==> src/rtl/glfbr_pkg.sv <==
// Shared types, codes and constants of the graphic LCD frame buffer refresh block.
`timescale 1ns / 1ps

package glfbr_pkg;

    // Default panel geometry.
    localparam int WIDTH_DEFAULT        = 128;
    localparam int ROWS_DEFAULT         = 64;
    localparam int CHIP_COLUMNS_DEFAULT = 64;

    // Rows held in one store byte, and setup writes before the data of a page.
    localparam int PAGE_ROWS    = 8;
    localparam int SETUP_WRITES = 6;

    // Fixed field widths.
    localparam int COLUMN_W = 7;
    localparam int ROW_W    = 6;
    localparam int IPAGE_W  = 3;
    localparam int BYTE_W   = 8;
    localparam int STEP_W   = 8;
    localparam int OFFC_W   = 9;
    localparam int OFFP_W   = 5;
    localparam int CFG_W    = 9;

    typedef enum logic [1:0] {
        OP_SET_PIXEL = 2'd0,
        OP_FILL      = 2'd1,
        OP_IMAGE     = 2'd2,
        OP_TICK      = 2'd3
    } op_t;

    typedef enum logic [1:0] {
        KIND_DATA   = 2'd0,
        KIND_PAGE   = 2'd1,
        KIND_COLUMN = 2'd2,
        KIND_START  = 2'd3
    } kind_t;

    typedef enum logic [1:0] {
        REG_REFRESH_HOLD  = 2'd0,
        REG_OFFSET_COLUMN = 2'd1,
        REG_OFFSET_PAGE   = 2'd2
    } reg_index_t;

    typedef enum logic [2:0] {
        ST_IDLE,
        ST_PIXEL,
        ST_IMAGE,
        ST_TICK,
        ST_FILL
    } state_t;

    // Commands from the controller to the datapath.
    typedef struct packed {
        logic accept;
        logic pixel;
        logic image;
        logic tick;
        logic fill;
    } cmd_t;

    // Status from the datapath to the controller.
    typedef struct packed {
        logic fill_last;
    } status_t;

endpackage

==> src/rtl/glfbr_ctrl.sv <==
// Controller state machine of the graphic LCD frame buffer refresh block.
`timescale 1ns / 1ps

module glfbr_ctrl
    import glfbr_pkg::*;
(
    input  logic       clk,
    input  logic       rst_n,
    input  logic       start,
    input  logic [1:0] operation,
    input  status_t    status,
    output logic       busy,
    output cmd_t       cmd
);

    state_t state_reg;
    state_t state_next;

    always_ff @(posedge clk or negedge rst_n)
    begin
        if (!rst_n)
        begin
            // The store is cleared by a fill sweep straight after reset.
            state_reg <= ST_FILL;
        end
        else
        begin
            state_reg <= state_next;
        end
    end

    always_comb
    begin
        state_next = state_reg;
        case (state_reg)
            ST_IDLE:
            begin
                if (start)
                begin
                    case (op_t'(operation))
                        OP_SET_PIXEL: state_next = ST_PIXEL;
                        OP_FILL:      state_next = ST_FILL;
                        OP_IMAGE:     state_next = ST_IMAGE;
                        OP_TICK:      state_next = ST_TICK;
                        default:      state_next = ST_IDLE;
                    endcase
                end
            end
            ST_PIXEL: state_next = ST_IDLE;
            ST_IMAGE: state_next = ST_IDLE;
            ST_TICK:  state_next = ST_IDLE;
            ST_FILL:
            begin
                if (status.fill_last)
                begin
                    state_next = ST_IDLE;
                end
            end
            default:  state_next = ST_IDLE;
        endcase
    end

    always_comb
    begin
        busy       = (state_reg != ST_IDLE);
        cmd.accept = (state_reg == ST_IDLE) && start;
        cmd.pixel  = (state_reg == ST_PIXEL);
        cmd.image  = (state_reg == ST_IMAGE);
        cmd.tick   = (state_reg == ST_TICK);
        cmd.fill   = (state_reg == ST_FILL);
    end

    // An accepted word always makes the block busy in the next cycle.
    assert property (@(posedge clk) disable iff (!rst_n) cmd.accept |=> busy)
        else $error("accepted word did not make the block busy");

    // A fill sweep only ends on its last store address.
    assert property (@(posedge clk) disable iff (!rst_n)
        (cmd.fill && !status.fill_last) |=> cmd.fill)
        else $error("fill sweep left before its last address");

    // Pixel, image and tick operations return to idle at once.
    assert property (@(posedge clk) disable iff (!rst_n)
        (cmd.pixel || cmd.image || cmd.tick) |=> !busy)
        else $error("single-cycle operation did not return to idle");

endmodule

==> config.mk <==
export PLATFORM = sky130hd
export DESIGN_NAME = glfbr_ctrl
export DESIGN_NICKNAME = d
export VERILOG_FILES = /design/src/rtl/glfbr_pkg.sv /design/src/rtl/glfbr_ctrl.sv
export SDC_FILE = /design/constraint.sdc
export NUM_CORES = 1
export LEC_CHECK = 0
export ABC_CLOCK_PERIOD_IN_PS = 1900
export BUFFER_PORTS_ARGS = -buffer_cell sky130_fd_sc_hd__buf_4
export CAP_MARGIN = 20
export CELL_PAD_IN_SITES_DETAIL_PLACEMENT = 1
export CELL_PAD_IN_SITES_GLOBAL_PLACEMENT = 1
export CORE_AREA = 3 3 40 42
export CTS_CLUSTER_SIZE = 30
export DETAILED_ROUTE_END_ITERATION = 8
export DIE_AREA = 0 0 43 45
export GPL_TIMING_DRIVEN = 0
export HOLD_SLACK_MARGIN = 0.05
export PLACE_DENSITY_LB_ADDON = 0.2
export SLEW_MARGIN = 20
export SYNTH_ARGS = -nofsm -noshare
export SYNTH_HDL_FRONTEND = slang
export SYNTH_SLANG_ARGS = --single-unit
export TNS_END_PERCENT = 100
==> constraint.sdc <==
create_clock -name clk -period 1.9 [get_ports clk]
set_clock_uncertainty 0.1 [all_clocks]
set_input_delay 0.38 -clock clk [delete_from_list [all_inputs] [get_ports clk]]
set_output_delay 0.38 -clock clk [all_outputs]
set_load 0.01 [all_outputs]
==> out/metrics.cfg, run 1 <==
[final_layout]
antenna_cells = 0
multi_input_area_sq_um = 136
nNetsFinal = 45
fin_util_pct = 27.8
drive_above_1_share_pct = 51.4
largest_reg_flops = 3
register_area_sq_um = 76.3
synthToLayoutAreaGrowth_pct = 62.5
stdcell_count = 50
post-route-cell-area_sq_um = 358
layout_common_cells = buf_4 (11), nor3b_1 (3), ha_1 (3), clkbuf_4 (3)
nFillCells = 160
layout_commonest_cell = buf_4

[placement]
placed_area_sq_um = 322
portBuffers = 11
finalWeightedCongestion = 0.570
dp.cells = 45
preCtsSetupSlack_ps = 316

[detailed_routing]
routed.top_layer = met4
dr.pass1.iters = 2
route.met3.wl_um = 21
wl_met2_um = 257
drt-initial-drc-count = 2
drc_errors = 0
wl_per_cell_um = 10.1
wl_met1_um = 207
vias_per_cell = 4.12
wl_um = 506
vias = 206
ant_nets = 0

[sta]
setup_viol = 0
fmax_ghz = 0.552
hold_violations = 0
finalMaxSlewViolations = 0
setup_slack_ps = 90.0
holdWs_ps = 294
worst_slew_pin_slew_ps = 255
post-route-period-util_pct = 95.3
rsz0062_at_grt = false
fin_tns_setup_ps = 0
layout_min_cycle_time_ps = 1810
slew_headroom_pct = 83.0

[run]
maxCapViolCount = 0

[worst_setup_path]
r2r_start = state_reg[0]
critPathCaptureType = output pin
crit_required_ps = 1420
worst-setup-path-type = reg2out
startpoint_type = flop
rr_worst_depth = 2
critPathLaunch = state_reg[0]
cp_max_fo = 7
cp.arrival_ps = 1330

[synthesis]
yosysTopAreaCell = dfrtp_1
netlist_top_cells_area = dfrtp_1 (23%), ha_1 (17%), dfstp_2 (12%)
yosysWarnings = 0
synth.top_cell.area_share_pct = 22.7
postSynthCellCount = 19
ys_seq_area_share_pct = 34.7
synth_cell_type_count = 13
syn_nets = 28
ys_ff_latch = 3
syn_area_sq_um = 220
avgSynthCellArea_sq_um = 11.6

[global_route]
overflow = 0
antenna_found_initial = 0
grt_pass1_vias = 219
grt_util_all_layers_pct = 7.50
grt_pass1_wl_um = 979
grt_start_max_net_pins = 9

[clocking]
path_clk_slew_ps = 40
cts_resized = 0
numCtsBuffers = 3
worstSkewPairLatency_ps = 220
clock-sinks = 3
cts_tree = yes
htree_levels = 1
clockBufferDepth = 2
holdBufCountCts = 1
clock-root-buffer = clkbuf_4
cts_setup_buffers = 0

[hold_path]
worstHoldStart = status
hold_path.class = in2reg
min_path_cells = 3

[floorplanning]
coreArea_sq_um = 1280
std_cell_rows = 13
die_h_um = 45
pin_count = 12
initial_core_util_pct = 17.1
dieArea_sq_um = 1940
die_x_um = 43

[power]
p_total_mw = 0.255
powerDensity_nw_per_um2 = 713
ir_drop_mv = 0.198
leakage_nw = 0.180

[status]
status = finished, final reports clean

## critical path, cell delays in order, from the launching register on
cell and delay [ps]:
dfrtp_1 450, or3_2 500, buf_4 150
## layout make-up
type / count / area share, %
tap: 15 / 5.24
clock buffer: 4 / 7.34
inverter: 2 / 2.10
multi-input combinational: 14 / 38.1
sequential: 3 / 21.3
timing repair buffer: 12 / 25.9
## cell usage after synthesis
cell	number
nor4b_4	1
dfstp_2	1
nand3b_1	1
o21a_1	1
ha_1	3
nor3b_1	3
a211oi_1	1
and3b_2	1
or3_2	1
inv_1	2
nand2b_1	1
and2_1	1
dfrtp_1	2
## logic make-up after synthesis
kind of cell | share of synthesized area (%)
simple gates | 38.1
fa+ha+maj | 17.0
flops | 34.7
compound gates | 6.82
buf+inv | 3.41
## path summary, 6_finish.rpt
| check | endpoint | slack, ps |
|---|---|---|
| min in group asynchronous | state_reg[0] | 380 |
| setup / recovery | busy | 90 |
| max in group asynchronous | state_reg[2] | 1130 |
| hold reg to reg | state_reg[2] | 450 |
| hold / removal | state_reg[2] | 290 |
| setup reg to reg | state_reg[1] | 770 |
## report_power, final
part | switching (mW) | leakage, nW | internal (mW)
logic | 0.0239 | 0.128 | 0.0406
clock network | 0.0286 | 0.0150 | 0.0784
registers | 0.0124 | 0.0371 | 0.0714
total | 0.0649 | 0.180 | 0.190
## routing by layer
layer	track usage [%]	up-vias
met1	7.73	99
met5	0	-
li1	-	98
met3	3.59	2
met2	10.2	7
met4	9.04	0
No activity file was read; power rests on OpenSTA's default activity.
==> inputs of run 2 (changes only) <==
Settings changed: ABC_CLOCK_PERIOD_IN_PS 1900 to 1650, CORE_AREA 3 3 40 42 to 2 2 39 41, DIE_AREA 0 0 43 45 to 0 0 41 43.
Clock period 1.9 ns to 1.65 ns, I/O delays scaled along.
==> out/metrics.cfg, run 2 (synthesized netlist as in run 1, its figures left out) <==
[status]
status = finished, final reports clean  ; unchanged

[worst_setup_path]
cp_max_fo = 4  ; was 7
cp.arrival_ps = 1180  ; was 1330 ps
rrSetupSlack_ps = 500  ; was 770 ps
worst-setup-path-type = reg2out  ; unchanged
critPathCaptureType = output pin  ; unchanged
crit_required_ps = 1220  ; was 1420 ps
startpoint_type = flop  ; unchanged

[global_route]
overflow = 0  ; unchanged
grt_pass1_wl_um = 869  ; was 979 um
antenna_found_initial = 0  ; unchanged
grt_pass1_vias = 233  ; was 219
grt_start_max_net_pins = 9  ; unchanged
grt_util_all_layers_pct = 7.75  ; was 7.50%

[hold_path]
hold_path.class = in2reg  ; unchanged

[clocking]
clockBufferDepth = 2  ; unchanged
clock-sinks = 3  ; unchanged
numCtsBuffers = 3  ; unchanged
clock-root-buffer = clkbuf_4  ; unchanged
worstSkewPairLatency_ps = 240  ; was 220 ps
htree_levels = 1  ; unchanged
path_clk_slew_ps = 40  ; about the same
cts_tree = yes  ; unchanged

[detailed_routing]
vias_per_cell = 3.93  ; was 4.12
dr.pass1.iters = 1  ; was 2
vias = 212  ; was 206
wl_um = 525  ; was 506 um
ant_nets = 0  ; unchanged
drc_errors = 0  ; unchanged
drt-initial-drc-count = 0  ; was 2
wl_per_cell_um = 9.72  ; was 10.1 um

[sta]
rsz0062_at_grt = true  ; was false
hold_violations = 0  ; unchanged
slew_headroom_pct = 85.4  ; was 83.0%
finalMaxSlewViolations = 0  ; unchanged
post-route-period-util_pct = 97.8
fmax_ghz = 0.620
setup_viol = 0  ; unchanged
fin_tns_setup_ps = 0  ; unchanged
worst_slew_pin_slew_ps = 218  ; was 255 ps
holdWs_ps = 231  ; was 294 ps
layout_min_cycle_time_ps = 1610

[run]
maxCapViolCount = 0  ; unchanged

[floorplanning]
pin_count = 12  ; unchanged
die_x_um = 41  ; was 43 um
coreArea_sq_um = 1380  ; was 1280 sq um
initial_core_util_pct = 15.9  ; was 17.1%
dieArea_sq_um = 1760  ; was 1940 sq um
die_h_um = 43  ; was 45 um
std_cell_rows = 14  ; was 13

[final_layout]
layout_commonest_cell = buf_4  ; unchanged
synthToLayoutAreaGrowth_pct = 81.8  ; was 62.5%
fin_util_pct = 28.9  ; was 27.8%
antenna_cells = 0  ; unchanged
drive_above_1_share_pct = 63.2  ; was 51.4%
layout_common_cells = buf_4 (12), ha_1 (3), clkbuf_4 (3)  ; was buf_4 (11), nor3b_1 (3), ha_1 (3), clkbuf_4 (3)
stdcell_count = 54  ; was 50
nNetsFinal = 48  ; was 45
largest_reg_flops = 3  ; unchanged

[power]
leakage_nw = 0.198  ; was 0.180 nW
powerDensity_nw_per_um2 = 811  ; was 713 nW/um^2
ir_drop_mv = 0.284  ; was 0.198 mV

[placement]
portBuffers = 11  ; unchanged
dp_hpwl_um = 399
dp.cells = 46  ; was 45
finalWeightedCongestion = 0.544  ; was 0.570

==> run 2: cell type report <==
cell class / instances / area (sq um)
multi-input cells: 14 / 145
well taps: 16 / 20.0
flip-flops and latches: 3 / 78.8
clock buffers: 4 / 26.3
inverters: 2 / 7.51
fillers: 167 / 983
repair buffers: 15 / 123
==> run 2: per-layer routing <==
layer  global-route usage [%]  vias up  part of all wire (%)
li1                         -      104                     -
met1                     7.12      102                    35
met2                     10.9        6                    57
met3                     4.19        0                   8.2
met4                     8.00        0                     0
met5                        0        -                     0
==> run 2: worst max-delay path, stage by stage, from the launching register on <==
cell	delay (ps)
dfrtp_2	430
or3_4	390
buf_6	120
==> run 2: worst paths after layout <==
| kind | from | end | depth (start not counted) |
|---|---|---|---|
| worst min register to register | state_reg[0] | state_reg[2] | 1 |
| worst max-delay path | state_reg[0] | busy | 2 |
| max in group asynchronous | rst_n | state_reg[2] | 2 |
| min in group asynchronous | rst_n | state_reg[1] | 2 |
| worst max register to register | state_reg[1] | state_reg[0] | 3 |
| worst min-delay path | status | state_reg[2] | 3 |
==> run 2: report_power, final <==
group	total, mW	internal [mW]	leakage, nW	switching, mW
combinational	0.0967	0.0628	0.149	0.0339
sequential	0.0950	0.0831	0.0341	0.0119
clock	0.133	0.0909	0.0150	0.0420
==> run 2: through the flow <==
| step | power, mW | setup slack [ps] | area (sq um) |
|---|---|---|---|
| 6_report | 0.325 | 36.7 | 400 |
| 5_1_grt | 0.358 | -16.2 | 400 |
| 4_1_cts | 0.317 | 23.0 | 377 |
| 3_5_place_dp | 0.171 | 137 | 323 |
| 3_3_place_gp | 0.169 | 141 | 323 |
| 2_1_floorplan | 0.130 | 278 | 220 |
==> run 2: timing repair <==
item,4_1_cts,5_1_grt
hold buffers,1,0
pin swaps,0,1
resized for setup,4,2
setup buffers,1,2
hold endpoints to repair,3,0
endpoints found under the setup margin,1,3
==> inputs of run 3 (changes only) <==
Settings changed: BUFFER_PORTS_ARGS -buffer_cell sky130_fd_sc_hd__buf_4 to unset, CTS_BUF_LIST set to sky130_fd_sc_hd__clkbuf_16, DONT_BUFFER_PORTS set to 1.
==> out/metrics.cfg, run 3 (synthesized netlist as in run 1, its figures left out) <==
[status]
status = finished, final reports clean  ; unchanged

[power]
ir_drop_mv = 0.539  ; was 0.284 mV
powerDensity_nw_per_um2 = 1550  ; was 811 nW/um^2
leakage_nw = 0.154  ; was 0.198 nW
p_total_mw = 0.525  ; was 0.325 mW
power_frac_comb_pct = 9.0  ; was 29.8%
power.internal_mw = 0.421  ; was 0.237 mW
p_clk_share_pct = 72.4  ; was 40.9%
seqPwrFrac_pct = 18.6  ; was 29.3%
p_sw_mw = 0.104  ; was 0.0878 mW
sw_frac_of_total_pct = 19.8  ; was 27.0%

[floorplanning]
initial_core_util_pct = 15.9  ; unchanged
std_cell_rows = 14  ; unchanged
pin_count = 12  ; unchanged
coreArea_sq_um = 1380  ; unchanged
die_h_um = 43  ; unchanged
dieArea_sq_um = 1760  ; unchanged
die_x_um = 41  ; unchanged

[clocking]
path_clk_slew_ps = 30  ; was 40 ps
cts_tree = yes  ; unchanged
htree_levels = 1  ; unchanged
numCtsBuffers = 3  ; unchanged
clock-root-buffer = clkbuf_16  ; was clkbuf_4
worstSkewPairLatency_ps = 220  ; was 240 ps
clockBufferDepth = 2  ; unchanged
cts_setup_buffers = 0  ; was 1
clock-sinks = 3  ; unchanged

[detailed_routing]
wl_um = 470  ; was 525 um
dr.pass1.iters = 1  ; unchanged
ant_nets = 0  ; unchanged
drc_errors = 0  ; unchanged
vias = 167  ; was 212
vias_per_cell = 4.18  ; was 3.93
drt-initial-drc-count = 0  ; unchanged
wl_per_cell_um = 11.8  ; was 9.72 um

[worst_setup_path]
cp_max_fo = 7  ; was 4
cp_top_family = flip-flops  ; unchanged
critPathCaptureType = output pin  ; unchanged
worst-setup-path-type = reg2out  ; unchanged
cp.arrival_ps = 1110  ; was 1180 ps
cp_num_buf_inv = 0  ; was 1
cp_cell_sequence = nor3b_1  ; was or3_4 > buf_6
startpoint_type = flop  ; unchanged
cpPeakStageDelay_ps = 470  ; was 430 ps
crit_required_ps = 1220  ; about the same
slowest_stage = dfrtp_1  ; was dfrtp_2

[final_layout]
layout_common_cells = inv_1 (3), ha_1 (3), clkbuf_16 (3)  ; was buf_4 (12), ha_1 (3), clkbuf_4 (3)
synthToLayoutAreaGrowth_pct = 54.0  ; was 81.8%
nNetsFinal = 34  ; was 48
antenna_cells = 0  ; unchanged
drive_above_1_share_pct = 37.5  ; was 63.2%
fin_util_pct = 24.5  ; was 28.9%
nFillCells = 155  ; was 167
largest_reg_flops = 3  ; unchanged

[sta]
rsz0062_at_grt = false  ; was true
worst_slew_pin_slew_ps = 407  ; was 218 ps
fmax_ghz = 0.650  ; was 0.620 GHz
fin_tns_setup_ps = 0  ; unchanged
post-route-period-util_pct = 93.2  ; was 97.8%
hold_violations = 0  ; unchanged
layout_min_cycle_time_ps = 1540  ; was 1610 ps
slew_headroom_pct = 72.8  ; was 85.4%
finalMaxSlewViolations = 0  ; unchanged
setup_viol = 0  ; unchanged

[global_route]
use_met2_pct = 9.69  ; was 10.9%
grt_pass1_wl_um = 807  ; was 869 um
overflow = 0  ; unchanged
grt_start_max_net_pins = 9  ; unchanged
top_usage_layer = met2  ; unchanged
grt_use_met1_pct = 6.82  ; was 7.12%
grt_util_met3_pct = 6.28  ; was 4.19%
antenna_found_initial = 0  ; unchanged
grt_util_all_layers_pct = 7.65  ; was 7.75%
grt_pass1_vias = 184  ; was 233

[placement]
dp_hpwl_um = 384  ; was 399 um
portBuffers = 0  ; was 11
finalWeightedCongestion = 0.521  ; was 0.544

[run]
maxCapViolCount = 0  ; unchanged

[hold_path]
hold_path.class = in2reg  ; unchanged

## run 3: power groups by stage
| stage | sequential [mW] | clock [mW] | combinational, mW |
|---|---|---|---|
| floorplan | 0.0940 | 0 | 0.0359 |
| global placement | 0.0965 | 0 | 0.0407 |
| detailed placement | 0.0970 | 0 | 0.0418 |
| CTS | 0.0963 | 0.385 | 0.0452 |
| global route | 0.101 | 0.398 | 0.0518 |
| finish | 0.0978 | 0.380 | 0.0473 |
## run 3: final cells by class
| class | count | area, sq um | area share [%] |
|---|---|---|---|
| clock inverter | 1 | 3.75 | 1.11 |
| timing repair buffer | 1 | 10.0 | 2.95 |
| tap | 16 | 20.0 | 5.90 |
| inverter | 2 | 7.51 | 2.21 |
| sequential | 3 | 77.6 | 22.9 |
| clock buffer | 3 | 75.1 | 22.1 |
| multi-input combinational | 14 | 145 | 42.8 |
## run 3: worst paths after layout
| check | from | endpoint | slack, ps | cells past startpoint |
|---|---|---|---|---|
| min | start | state_reg[2] | 150 | 2 |
| max in group asynchronous | rst_n | state_reg[2] | 960 | 1 |
| min in group asynchronous | rst_n | state_reg[1] | 270 | 1 |
| max | state_reg[1] | cmd[2] | 110 | 1 |
| min reg2reg | state_reg[0] | state_reg[2] | 410 | 1 |
| max reg2reg | state_reg[0] | state_reg[1] | 430 | 2 |
## run 3: routing by layer
layer  up-vias  part of all wire [%]
li1         77                     -
met1        80                    29
met2         8                    51
met3         2                    16
met4         0                   4.7
met5         -                     0
## run 3: through the flow
stage | instance area [sq um] | setup slack [ps] | instances | hold slack (ps)
after detailed placement | 240 | 238 | 35 | -65.5
after global placement | 240 | 239 | 35 | -65.5
after CTS | 329 | 1.84 | 40 | 148
after floorplan | 220 | 278 | 19 | -65.6
after global routing | 339 | 33.1 | 40 | 162
final | 339 | 112 | 40 | 148
## run 3: repair_timing
item | CTS | global route
hold buffers | 1 | 0
endpoints found under the hold margin | 3 | 0
setup endpoints to repair | 0 | 2
resized for setup | 0 | 3
